===== config.mk =====
export PLATFORM = sky130hd
export DESIGN_NAME = signalling_link_test_supervisor_core
export DESIGN_NICKNAME = d
export VERILOG_FILES = /design/src/rtl/sltsup_pkg.sv /design/src/rtl/signalling_link_test_supervisor_core.sv
export SDC_FILE = /design/constraint.sdc
export NUM_CORES = 1
export LEC_CHECK = 0
export BUFFER_PORTS_ARGS = -buffer_cell sky130_fd_sc_hd__buf_2
export CORE_UTILIZATION = 50
export CTS_BUF_LIST = sky130_fd_sc_hd__clkbuf_4
export DETAILED_ROUTE_END_ITERATION = 16
export GPL_TIMING_DRIVEN = 0
export PLACE_DENSITY = 0.66
export SYNTH_ARGS = -nofsm -noshare
export SYNTH_HDL_FRONTEND = slang
export SYNTH_SLANG_ARGS = --single-unit

===== constraint.sdc =====
create_clock -name clock -period 13.15 [get_ports clock]
set_input_delay 0.6575 -clock clock [delete_from_list [all_inputs] [get_ports clock]]
set_output_delay 0.6575 -clock clock [all_outputs]
set_load 0.005 [all_outputs]

===== src/rtl/sltsup_pkg.sv =====
// ----------------------------------------------------------------------------
// sltsup_pkg
// types and constants of the signalling link test supervisor
// ----------------------------------------------------------------------------
package sltsup_pkg;

   localparam int MAX_LINKS_DEF  = 16;
   localparam int TIMER_BITS_DEF = 16;

   localparam int CSR_IDX_BITS  = 3;
   localparam int CSR_DATA_BITS = 16;

   localparam logic [CSR_IDX_BITS-1:0] CSR_LINK_COUNT    = 3'd0;
   localparam logic [CSR_IDX_BITS-1:0] CSR_RETRY_LIMIT   = 3'd1;
   localparam logic [CSR_IDX_BITS-1:0] CSR_RESET_LIMIT   = 3'd2;
   localparam logic [CSR_IDX_BITS-1:0] CSR_MAX_TESTS     = 3'd3;
   localparam logic [CSR_IDX_BITS-1:0] CSR_LABELS_PRESET = 3'd4;

   localparam logic [4:0]  LINK_COUNT_RST  = 5'd1;
   localparam logic [15:0] RETRY_LIMIT_RST = 16'd100;
   localparam logic [15:0] RESET_LIMIT_RST = 16'd1000;
   localparam logic [3:0]  MAX_TESTS_RST   = 4'd2;

   typedef enum logic [2:0] {
      CMD_TICK    = 3'd0,
      CMD_RESUME  = 3'd1,
      CMD_PAUSE   = 3'd2,
      CMD_ACK     = 3'd3,
      CMD_TEST_RX = 3'd4,
      CMD_SELECT  = 3'd5
   } cmd_type;

   typedef enum logic [2:0] {
      KIND_SEND_TEST  = 3'd0,
      KIND_RESET_LINK = 3'd1,
      KIND_ASSOC_UP   = 3'd2,
      KIND_ASSOC_DOWN = 3'd3,
      KIND_SEND_ACK   = 3'd4,
      KIND_SELECTED   = 3'd5
   } kind_type;

   typedef enum logic [2:0] {
      ST_IDLE,
      ST_TICK,
      ST_ENTRY,
      ST_COUNT,
      ST_MOD,
      ST_SEARCH,
      ST_SEL2,
      ST_FLUSH
   } state_type;

   typedef struct packed {
      logic [2:0] cmd;
      logic [3:0] link_index;
      logic [3:0] sls;
   } req_item_type;

   typedef struct packed {
      kind_type   kind;
      logic [3:0] link_out;
      logic [4:0] live_links;
      logic       last;
   } rsp_item_type;

endpackage


===== src/rtl/signalling_link_test_supervisor_core.sv =====
// ----------------------------------------------------------------------------
// signalling_link_test_supervisor_core
// per-link test supervisor: link timers and test counts in one memory
//
//   channel  dir  handshake              payload
//   req      in   req_valid/req_ready    req_item (cmd, link_index, sls)
//   rsp      out  rsp_valid/rsp_ready    rsp_item (kind, link_out, live_links, last)
//   csr      in   csr_we                 csr_index, csr_wdata
//
// tick: one memory read-modify-write per link, plus output stalls
// resume, ack received, test received: one memory read-modify-write; ack and pause add a
// live link recount over the link_up flags
// select: up to 16/n reduction steps then up to n search steps
// reset clears the memory valid flags at once, no clearing pass
// a full output register stalls the walk only when a second result is due
// ----------------------------------------------------------------------------
module signalling_link_test_supervisor_core
   import sltsup_pkg::*;
#(
   parameter int MAX_LINKS  = MAX_LINKS_DEF,
   parameter int TIMER_BITS = TIMER_BITS_DEF
) (
   input  logic                     clock,
   input  logic                     reset,
   input  logic                     req_valid,
   output logic                     req_ready,
   input  req_item_type             req_item,
   output logic                     rsp_valid,
   input  logic                     rsp_ready,
   output rsp_item_type             rsp_item,
   input  logic                     csr_we,
   input  logic [CSR_IDX_BITS-1:0]  csr_index,
   input  logic [CSR_DATA_BITS-1:0] csr_wdata
);

   localparam int IW = (MAX_LINKS > 1) ? $clog2(MAX_LINKS) : 1;
   localparam int CW = $clog2(MAX_LINKS + 1);
   localparam int W  = (CW > 5) ? CW : 5;
   localparam int TW = TIMER_BITS;
   localparam int LW = (TW > 16) ? TW : 16;
   localparam int EW = 2 * TW + 5;

   // configuration
   logic [4:0]  link_count_ff;
   logic [15:0] retry_limit_ff;
   logic [15:0] reset_limit_ff;
   logic [3:0]  max_tests_ff;
   logic        labels_preset_ff;

   // link entry memory: label, pending tests, short timer, long timer
   logic [EW-1:0]        mem [MAX_LINKS];
   logic [MAX_LINKS-1:0] vld_ff;
   logic [EW-1:0]        rdata_ff;
   logic                 rvld_ff;
   logic                 mem_rd_en;
   logic [IW-1:0]        mem_raddr;
   logic                 mem_we;
   logic [IW-1:0]        mem_waddr;
   logic [EW-1:0]        mem_wdata;

   state_type            state_ff, state_in;
   logic [2:0]           cmd_ff, cmd_in;
   logic [3:0]           li_ff, li_in;
   logic [W-1:0]         s_ff, s_in;
   logic [W-1:0]         u0_ff, u0_in;
   logic [W-1:0]         idx_ff, idx_in;
   logic [CW-1:0]        cnt_ff, cnt_in;
   logic [CW-1:0]        up_count_ff, up_count_in;
   logic [MAX_LINKS-1:0] link_up_ff, link_up_in;
   logic                 hold_v_ff, hold_v_in;
   kind_type             hold_kind_ff, hold_kind_in;
   logic [3:0]           hold_link_ff, hold_link_in;
   logic                 rsp_valid_ff, rsp_valid_in;
   rsp_item_type         rsp_ff, rsp_in;

   logic [W-1:0]  n_eff, n_last, lc_w;
   logic [IW-1:0] laddr;
   logic          out_free;
   logic          push, push_last;

   // entry decode and tick update
   logic [EW-1:0] ent;
   logic          e_lab;
   logic [3:0]    e_pend, t_pend;
   logic [TW-1:0] e_sh, e_lg, t_sh, t_lg;
   logic          t_send, t_rst, t_emit;
   logic [CW-1:0] cnt_sum;

   always_comb begin
      lc_w = W'(link_count_ff);
      if (lc_w == '0) begin
         n_eff = W'(1);
      end else if (lc_w > W'(MAX_LINKS)) begin
         n_eff = W'(MAX_LINKS);
      end else begin
         n_eff = lc_w;
      end
      n_last = n_eff - W'(1);
   end

   assign laddr    = IW'(li_ff);
   assign out_free = !rsp_valid_ff || rsp_ready;
   assign req_ready = (state_ff == ST_IDLE);
   assign rsp_valid = rsp_valid_ff;
   assign rsp_item  = rsp_ff;

   assign ent    = rvld_ff ? rdata_ff : '0;
   assign e_lab  = ent[EW-1];
   assign e_pend = ent[EW-2 -: 4];
   assign e_sh   = ent[2*TW-1:TW];
   assign e_lg   = ent[TW-1:0];

   // tick step for the entry in the read register
   always_comb begin
      logic [TW-1:0] sh1, lg1;
      sh1    = (e_sh == '1) ? e_sh : e_sh + TW'(1);
      lg1    = (e_lg == '1) ? e_lg : e_lg + TW'(1);
      t_send = (LW'(sh1) > LW'(retry_limit_ff)) && (e_pend != '0) &&
               (e_pend < max_tests_ff);
      t_pend = t_send ? e_pend + 4'd1 : e_pend;
      t_sh   = t_send ? '0 : sh1;
      t_lg   = t_send ? '0 : lg1;
      t_rst  = (LW'(t_lg) > LW'(reset_limit_ff)) && (t_pend >= max_tests_ff);
      if (t_rst) begin
         t_pend = '0;
         t_sh   = '0;
         t_lg   = '0;
      end
      t_emit = (t_send && (e_lab || labels_preset_ff)) || t_rst;
   end

   assign cnt_sum = cnt_ff + CW'(link_up_ff[idx_ff[IW-1:0]]);

   always_comb begin
      state_in     = state_ff;
      cmd_in       = cmd_ff;
      li_in        = li_ff;
      s_in         = s_ff;
      u0_in        = u0_ff;
      idx_in       = idx_ff;
      cnt_in       = cnt_ff;
      up_count_in  = up_count_ff;
      link_up_in   = link_up_ff;
      hold_v_in    = hold_v_ff;
      hold_kind_in = hold_kind_ff;
      hold_link_in = hold_link_ff;
      mem_rd_en    = 1'b0;
      mem_raddr    = '0;
      mem_we       = 1'b0;
      mem_waddr    = laddr;
      mem_wdata    = ent;
      push         = 1'b0;
      push_last    = 1'b0;

      unique case (state_ff)
         ST_IDLE: begin
            if (req_valid) begin
               cmd_in = req_item.cmd;
               li_in  = req_item.link_index;
               s_in   = W'(req_item.sls);
               idx_in = '0;
               cnt_in = '0;
               if (req_item.cmd == CMD_TICK) begin
                  mem_rd_en = 1'b1;
                  mem_raddr = '0;
                  state_in  = ST_TICK;
               end else if (req_item.cmd == CMD_SELECT) begin
                  state_in = ST_MOD;
               end else if ((req_item.cmd == CMD_RESUME || req_item.cmd == CMD_PAUSE ||
                             req_item.cmd == CMD_ACK || req_item.cmd == CMD_TEST_RX) &&
                            (W'(req_item.link_index) < n_eff)) begin
                  if (req_item.cmd == CMD_PAUSE) begin
                     link_up_in[IW'(req_item.link_index)] = 1'b0;
                     state_in = ST_COUNT;
                  end else begin
                     mem_rd_en = 1'b1;
                     mem_raddr = IW'(req_item.link_index);
                     state_in  = ST_ENTRY;
                  end
               end
            end
         end

         ST_TICK: begin
            // a second result needs the held one moved out first
            if (!(t_emit && hold_v_ff && !out_free)) begin
               mem_we    = 1'b1;
               mem_waddr = idx_ff[IW-1:0];
               mem_wdata = {e_lab, t_pend, t_sh, t_lg};
               if (t_emit) begin
                  push         = hold_v_ff;
                  hold_v_in    = 1'b1;
                  hold_kind_in = t_rst ? KIND_RESET_LINK : KIND_SEND_TEST;
                  hold_link_in = 4'(idx_ff);
               end
               if (idx_ff == n_last) begin
                  state_in = ST_FLUSH;
               end else begin
                  idx_in    = idx_ff + W'(1);
                  mem_rd_en = 1'b1;
                  mem_raddr = IW'(idx_ff + W'(1));
               end
            end
         end

         ST_ENTRY: begin
            mem_we       = 1'b1;
            hold_v_in    = 1'b1;
            hold_link_in = li_ff;
            state_in     = ST_FLUSH;
            if (cmd_ff == CMD_RESUME) begin
               mem_wdata    = {e_lab, (e_pend == 4'hF) ? e_pend : e_pend + 4'd1,
                               {TW{1'b0}}, {TW{1'b0}}};
               hold_kind_in = KIND_SEND_TEST;
            end else if (cmd_ff == CMD_ACK) begin
               mem_wdata         = {e_lab, 4'd0, e_sh, e_lg};
               link_up_in[laddr] = 1'b1;
               hold_v_in         = (up_count_ff == '0);
               hold_kind_in      = KIND_ASSOC_UP;
               state_in          = ST_COUNT;
            end else begin
               mem_wdata    = {1'b1, e_pend, e_sh, e_lg};
               hold_kind_in = KIND_SEND_ACK;
            end
         end

         ST_COUNT: begin
            if (idx_ff == n_last) begin
               up_count_in = cnt_sum;
               if (cmd_ff == CMD_PAUSE && cnt_sum == '0) begin
                  hold_v_in    = 1'b1;
                  hold_kind_in = KIND_ASSOC_DOWN;
                  hold_link_in = li_ff;
               end
               state_in = ST_FLUSH;
            end else begin
               cnt_in = cnt_sum;
               idx_in = idx_ff + W'(1);
            end
         end

         ST_MOD: begin
            // sls mod n by repeated subtraction
            if (s_ff >= n_eff) begin
               s_in = s_ff - n_eff;
            end else begin
               u0_in    = s_ff;
               idx_in   = '0;
               state_in = ST_SEARCH;
            end
         end

         ST_SEARCH: begin
            if (link_up_ff[s_ff[IW-1:0]]) begin
               hold_v_in    = 1'b1;
               hold_kind_in = KIND_SELECTED;
               hold_link_in = 4'(s_ff);
               state_in     = ST_FLUSH;
            end else if (idx_ff == n_last) begin
               up_count_in  = '0;
               hold_v_in    = 1'b1;
               hold_kind_in = KIND_ASSOC_DOWN;
               hold_link_in = 4'(u0_ff);
               state_in     = ST_SEL2;
            end else begin
               idx_in = idx_ff + W'(1);
               s_in   = (s_ff == n_last) ? '0 : s_ff + W'(1);
            end
         end

         ST_SEL2: begin
            if (out_free) begin
               push         = 1'b1;
               hold_kind_in = KIND_SELECTED;
               hold_link_in = 4'(u0_ff);
               state_in     = ST_FLUSH;
            end
         end

         ST_FLUSH: begin
            if (!hold_v_ff) begin
               state_in = ST_IDLE;
            end else if (out_free) begin
               push      = 1'b1;
               push_last = 1'b1;
               hold_v_in = 1'b0;
               state_in  = ST_IDLE;
            end
         end

         default: begin
            state_in = ST_IDLE;
         end
      endcase
   end

   always_comb begin
      rsp_in       = rsp_ff;
      rsp_valid_in = rsp_valid_ff && !rsp_ready;
      if (push) begin
         rsp_valid_in       = 1'b1;
         rsp_in.kind        = hold_kind_ff;
         rsp_in.link_out    = hold_link_ff;
         rsp_in.live_links  = 5'(up_count_ff);
         rsp_in.last        = push_last;
      end
   end

   // memory
   always_ff @(posedge clock) begin
      if (mem_we) begin
         mem[mem_waddr] <= mem_wdata;
      end
      if (mem_rd_en) begin
         rdata_ff <= mem[mem_raddr];
         rvld_ff  <= vld_ff[mem_raddr];
      end
   end

   always_ff @(posedge clock) begin
      if (reset) begin
         vld_ff <= '0;
      end else if (mem_we) begin
         vld_ff[mem_waddr] <= 1'b1;
      end
   end

   always_ff @(posedge clock) begin
      if (reset) begin
         link_count_ff    <= LINK_COUNT_RST;
         retry_limit_ff   <= RETRY_LIMIT_RST;
         reset_limit_ff   <= RESET_LIMIT_RST;
         max_tests_ff     <= MAX_TESTS_RST;
         labels_preset_ff <= 1'b0;
      end else if (csr_we) begin
         unique case (csr_index)
            CSR_LINK_COUNT:    link_count_ff    <= csr_wdata[4:0];
            CSR_RETRY_LIMIT:   retry_limit_ff   <= csr_wdata;
            CSR_RESET_LIMIT:   reset_limit_ff   <= csr_wdata;
            CSR_MAX_TESTS:     max_tests_ff     <= csr_wdata[3:0];
            CSR_LABELS_PRESET: labels_preset_ff <= csr_wdata[0];
            default: begin
            end
         endcase
      end
   end

   always_ff @(posedge clock) begin
      if (reset) begin
         state_ff     <= ST_IDLE;
         up_count_ff  <= '0;
         link_up_ff   <= '0;
         hold_v_ff    <= 1'b0;
         rsp_valid_ff <= 1'b0;
      end else begin
         state_ff     <= state_in;
         up_count_ff  <= up_count_in;
         link_up_ff   <= link_up_in;
         hold_v_ff    <= hold_v_in;
         rsp_valid_ff <= rsp_valid_in;
      end
   end

   always_ff @(posedge clock) begin
      cmd_ff       <= cmd_in;
      li_ff        <= li_in;
      s_ff         <= s_in;
      u0_ff        <= u0_in;
      idx_ff       <= idx_in;
      cnt_ff       <= cnt_in;
      hold_kind_ff <= hold_kind_in;
      hold_link_ff <= hold_link_in;
      rsp_ff       <= rsp_in;
   end

endmodule


==> metrics.txt <==
status complete, no violations; via count of the first global-routing pass 25838; most common cell after layout, fill and taps aside edfxtp_1; drt pass-1 iters 6; maximum clock rate 87.3 MHz; crit-path max cell delay 1040 ps; clock tree buffer depth 3; number of library cell types mapped by synthesis 87; final worst slack 1700 ps; Fin. Hold Viols 0; Final HPWL DP 77100 um; M2 GR Usage 0.484; most frequent cells in the layout edfxtp_1, nand2_1, clkbuf_4; Placement Setup Slack 1910 ps; Worst Setup SP rvld_ff; post-CTS resize count 0; GRT Total Usage 0.314; yosys warns 0; GR Util met1 0.427; ys flop type edfxtp_1; Post-CTS Repair Setup Buffers 0; top cells by area, synth edfxtp_1, dfxtp_1, nand2_1, a21oi_1, mux2i_1; skew final 80.3 ps; DRT antenna net count 0; power per cell area 220 nW/um^2; Syn-to-layout area delta 13.9%; hold path depth 4; Buffers on Ports 48; sequential fraction of the synthesis area 0.634; CTS tree done; total length of routed wires 111000 um; EDFF count, synth 676; CORE AREA 68600 um^2; Pleak 0.0135 uW; Startpoint Class flip-flop; synthesis-stage register bit count 760; root buffer cell clkbuf_4; number of core rows 96; area leader, netlist edfxtp_1; Clock transition at path regs 60 ps; VDD IR max 0.0000951 V; fill cell count 5638; post-route clock period utilization 0.871; sw frac 0.397; Flop pwr share 0.398; worst r2r src rvld_ff; CP Data Arrival Time 12070 ps; die area 70400 um^2; clk_lat worst skew 1060 ps; Slew @ Worst Pin 1330 ps; Max-Cap Viols 0; Initial Util 0.505; hold buffers post-CTS 30; CTS Buf Count 193; drt via density 6.24; Pint 5240 uW; cells on worst reg2reg path 33; total grt overflow 0; fin util 0.576; Reg2Reg Capture Point mem[10][0]; vias 26644; initial antenna violation count 4; met3 Use GR 0.0678; GRT busiest layer met2; Mapped Cells 2884; num ports 50; DRT iter0 DRCs 3480; H-tree depth 4; asr flop ratio synth 0; synthesized area per cell 12.0 um^2; Rel. slew slack 0.111; Synth Net Count 2977; Worst path slowest cell o22ai_1; clock tree sinks 760; worst hold path class in2reg; total power 8690 uW; Final Wtd Congestion 0.917; largest net degree at the start of global routing 30; Max Transition Viols Final 0; share of post-route cells with drive strength above 1 0.166; Net Sw Power 3450 uW; Syn Std Cell Area 34700 um^2; Die Height 265 um; WL per Instance 26.0 um; top cell type's share of synthesized area 0.586; critical path class reg2reg; worst-path fanout max 16; crit end category flip-flop; Final Setup Violations 0; Clock Power Share 0.226; min Tclk post-route 11450 ps; DRC 0; combinational share of power 0.376; cell area after layout 39500 um^2; final net count 3284; Cell Area, Placed 36800 um^2; RSZ-0062 raised after global routing no; first-pass GRT wire length 162000 um; r2r setup slk 1700 ps; Die X 265 um; Req. time, crit path 13760 ps; Setup crit end mem[10][0]
-- worst min-delay path by stage --
stage	from	endpoint	slack (ps)
floorplan	hold_kind_ff[0]	rsp_item[10]	400
global placement	hold_kind_ff[1]	rsp_item[11]	410
detailed placement	hold_link_ff[2]	rsp_item[8]	410
CTS	csr_index[0]	reset_limit_ff[3]	4
global route	req_valid	s_ff[3]	80
finish	csr_index[0]	reset_limit_ff[3]	110
-- worst max-delay path, delay by kind of cell (launching register included) --
kind,cells,cell delay [ps]
AOI/OAI and AO/OA,7,2780
adders and majority gates,3,750
and+or+nand+nor,16,4410
buffers and inverters,6,2140
DFF,1,560
xor gates and xnor gates,1,390
-- routing by layer --
metal | vias to the layer above | wire length (um)
met1 | 12915 | 44600
met2 | 1701 | 50200
li1 | 11737 | -
met5 | - | 0
met3 | 291 | 12100
met4 | 0 | 4080
-- stage by stage --
stage	instances	TNS [ps]	hold WS [ps]
after floorplan	2884	0	400
after global placement	3863	-597	412
after detailed placement	3897	0	410
after CTS	4268	0	4.25
after global routing	4269	0	84.5
final	4271	0	107
-- logic make-up (layout without fill, tap and decap cells) --
kind of cell	Yosys count	in the layout	synth area share
buf+inv	274	727	0.0365
other cells	0	3	0
mux	105	105	0.0340
fa+ha+maj	58	58	0.0212
simple gates	873	873	0.113
xor+xnor	47	47	0.0119
compound gates	767	767	0.150
flops	760	760	0.634
-- registers in the layout (all words and copies together) (netlist names), 13 cells and up --
register	cells
retry_limit_ff	16
rsp_item	13
mem	592
link_up_ff	16
rdata_ff	37
reset_limit_ff	16
vld_ff	16
-- cell usage after synthesis, types with 9 or more instances --
master and instances:
a211o_1 12, a211oi_1 31, a21o_1 11, a21oi_1 214, a22o_1 17, a22oi_1 27
a311oi_1 27, a31oi_1 71, a32oi_1 46, and2_1 17, and3_1 32, buf_1 11
buf_2 53, buf_4 13, buf_6 16, clkbuf_1 104, dfxtp_1 84, edfxtp_1 676
ha_1 57, inv_1 75, mux2_2 13, mux2i_1 83, mux4_2 9, nand2_1 432
nand2b_1 16, nand3_1 82, nand4_1 20, nor2_1 175, nor2b_1 20, nor3_1 25
o211ai_1 25, o21ai_0 113, o221a_2 14, o22a_1 25, o22ai_1 41, o311ai_0 19
o32a_1 11, xnor2_1 29, xor2_1 18
-- power groups by stage --
stage | Sequential [uW] | Clock [uW] | Combinational (uW)
3_3_place_gp | 3530 | 0 | 2960
3_5_place_dp | 3500 | 0 | 3170
2_1_floorplan | 3440 | 0 | 1870
6_report | 3460 | 1960 | 3270
4_1_cts | 3450 | 1990 | 3190
5_1_grt | 3470 | 2110 | 3450
-- cell type report --
class	count	area, um^2	area share
clock inverter	60	302	0.00764
sequential	760	22000	0.557
antenna	3	7.51	0.000190
tap	931	1160	0.0295
clock buffer	281	2110	0.0534
inverter	77	289	0.00732
buffer	197	975	0.0247
timing repair buffer	112	1060	0.0269
multi-input combinational	1850	11600	0.293
(Power assumes the default switching activity.)
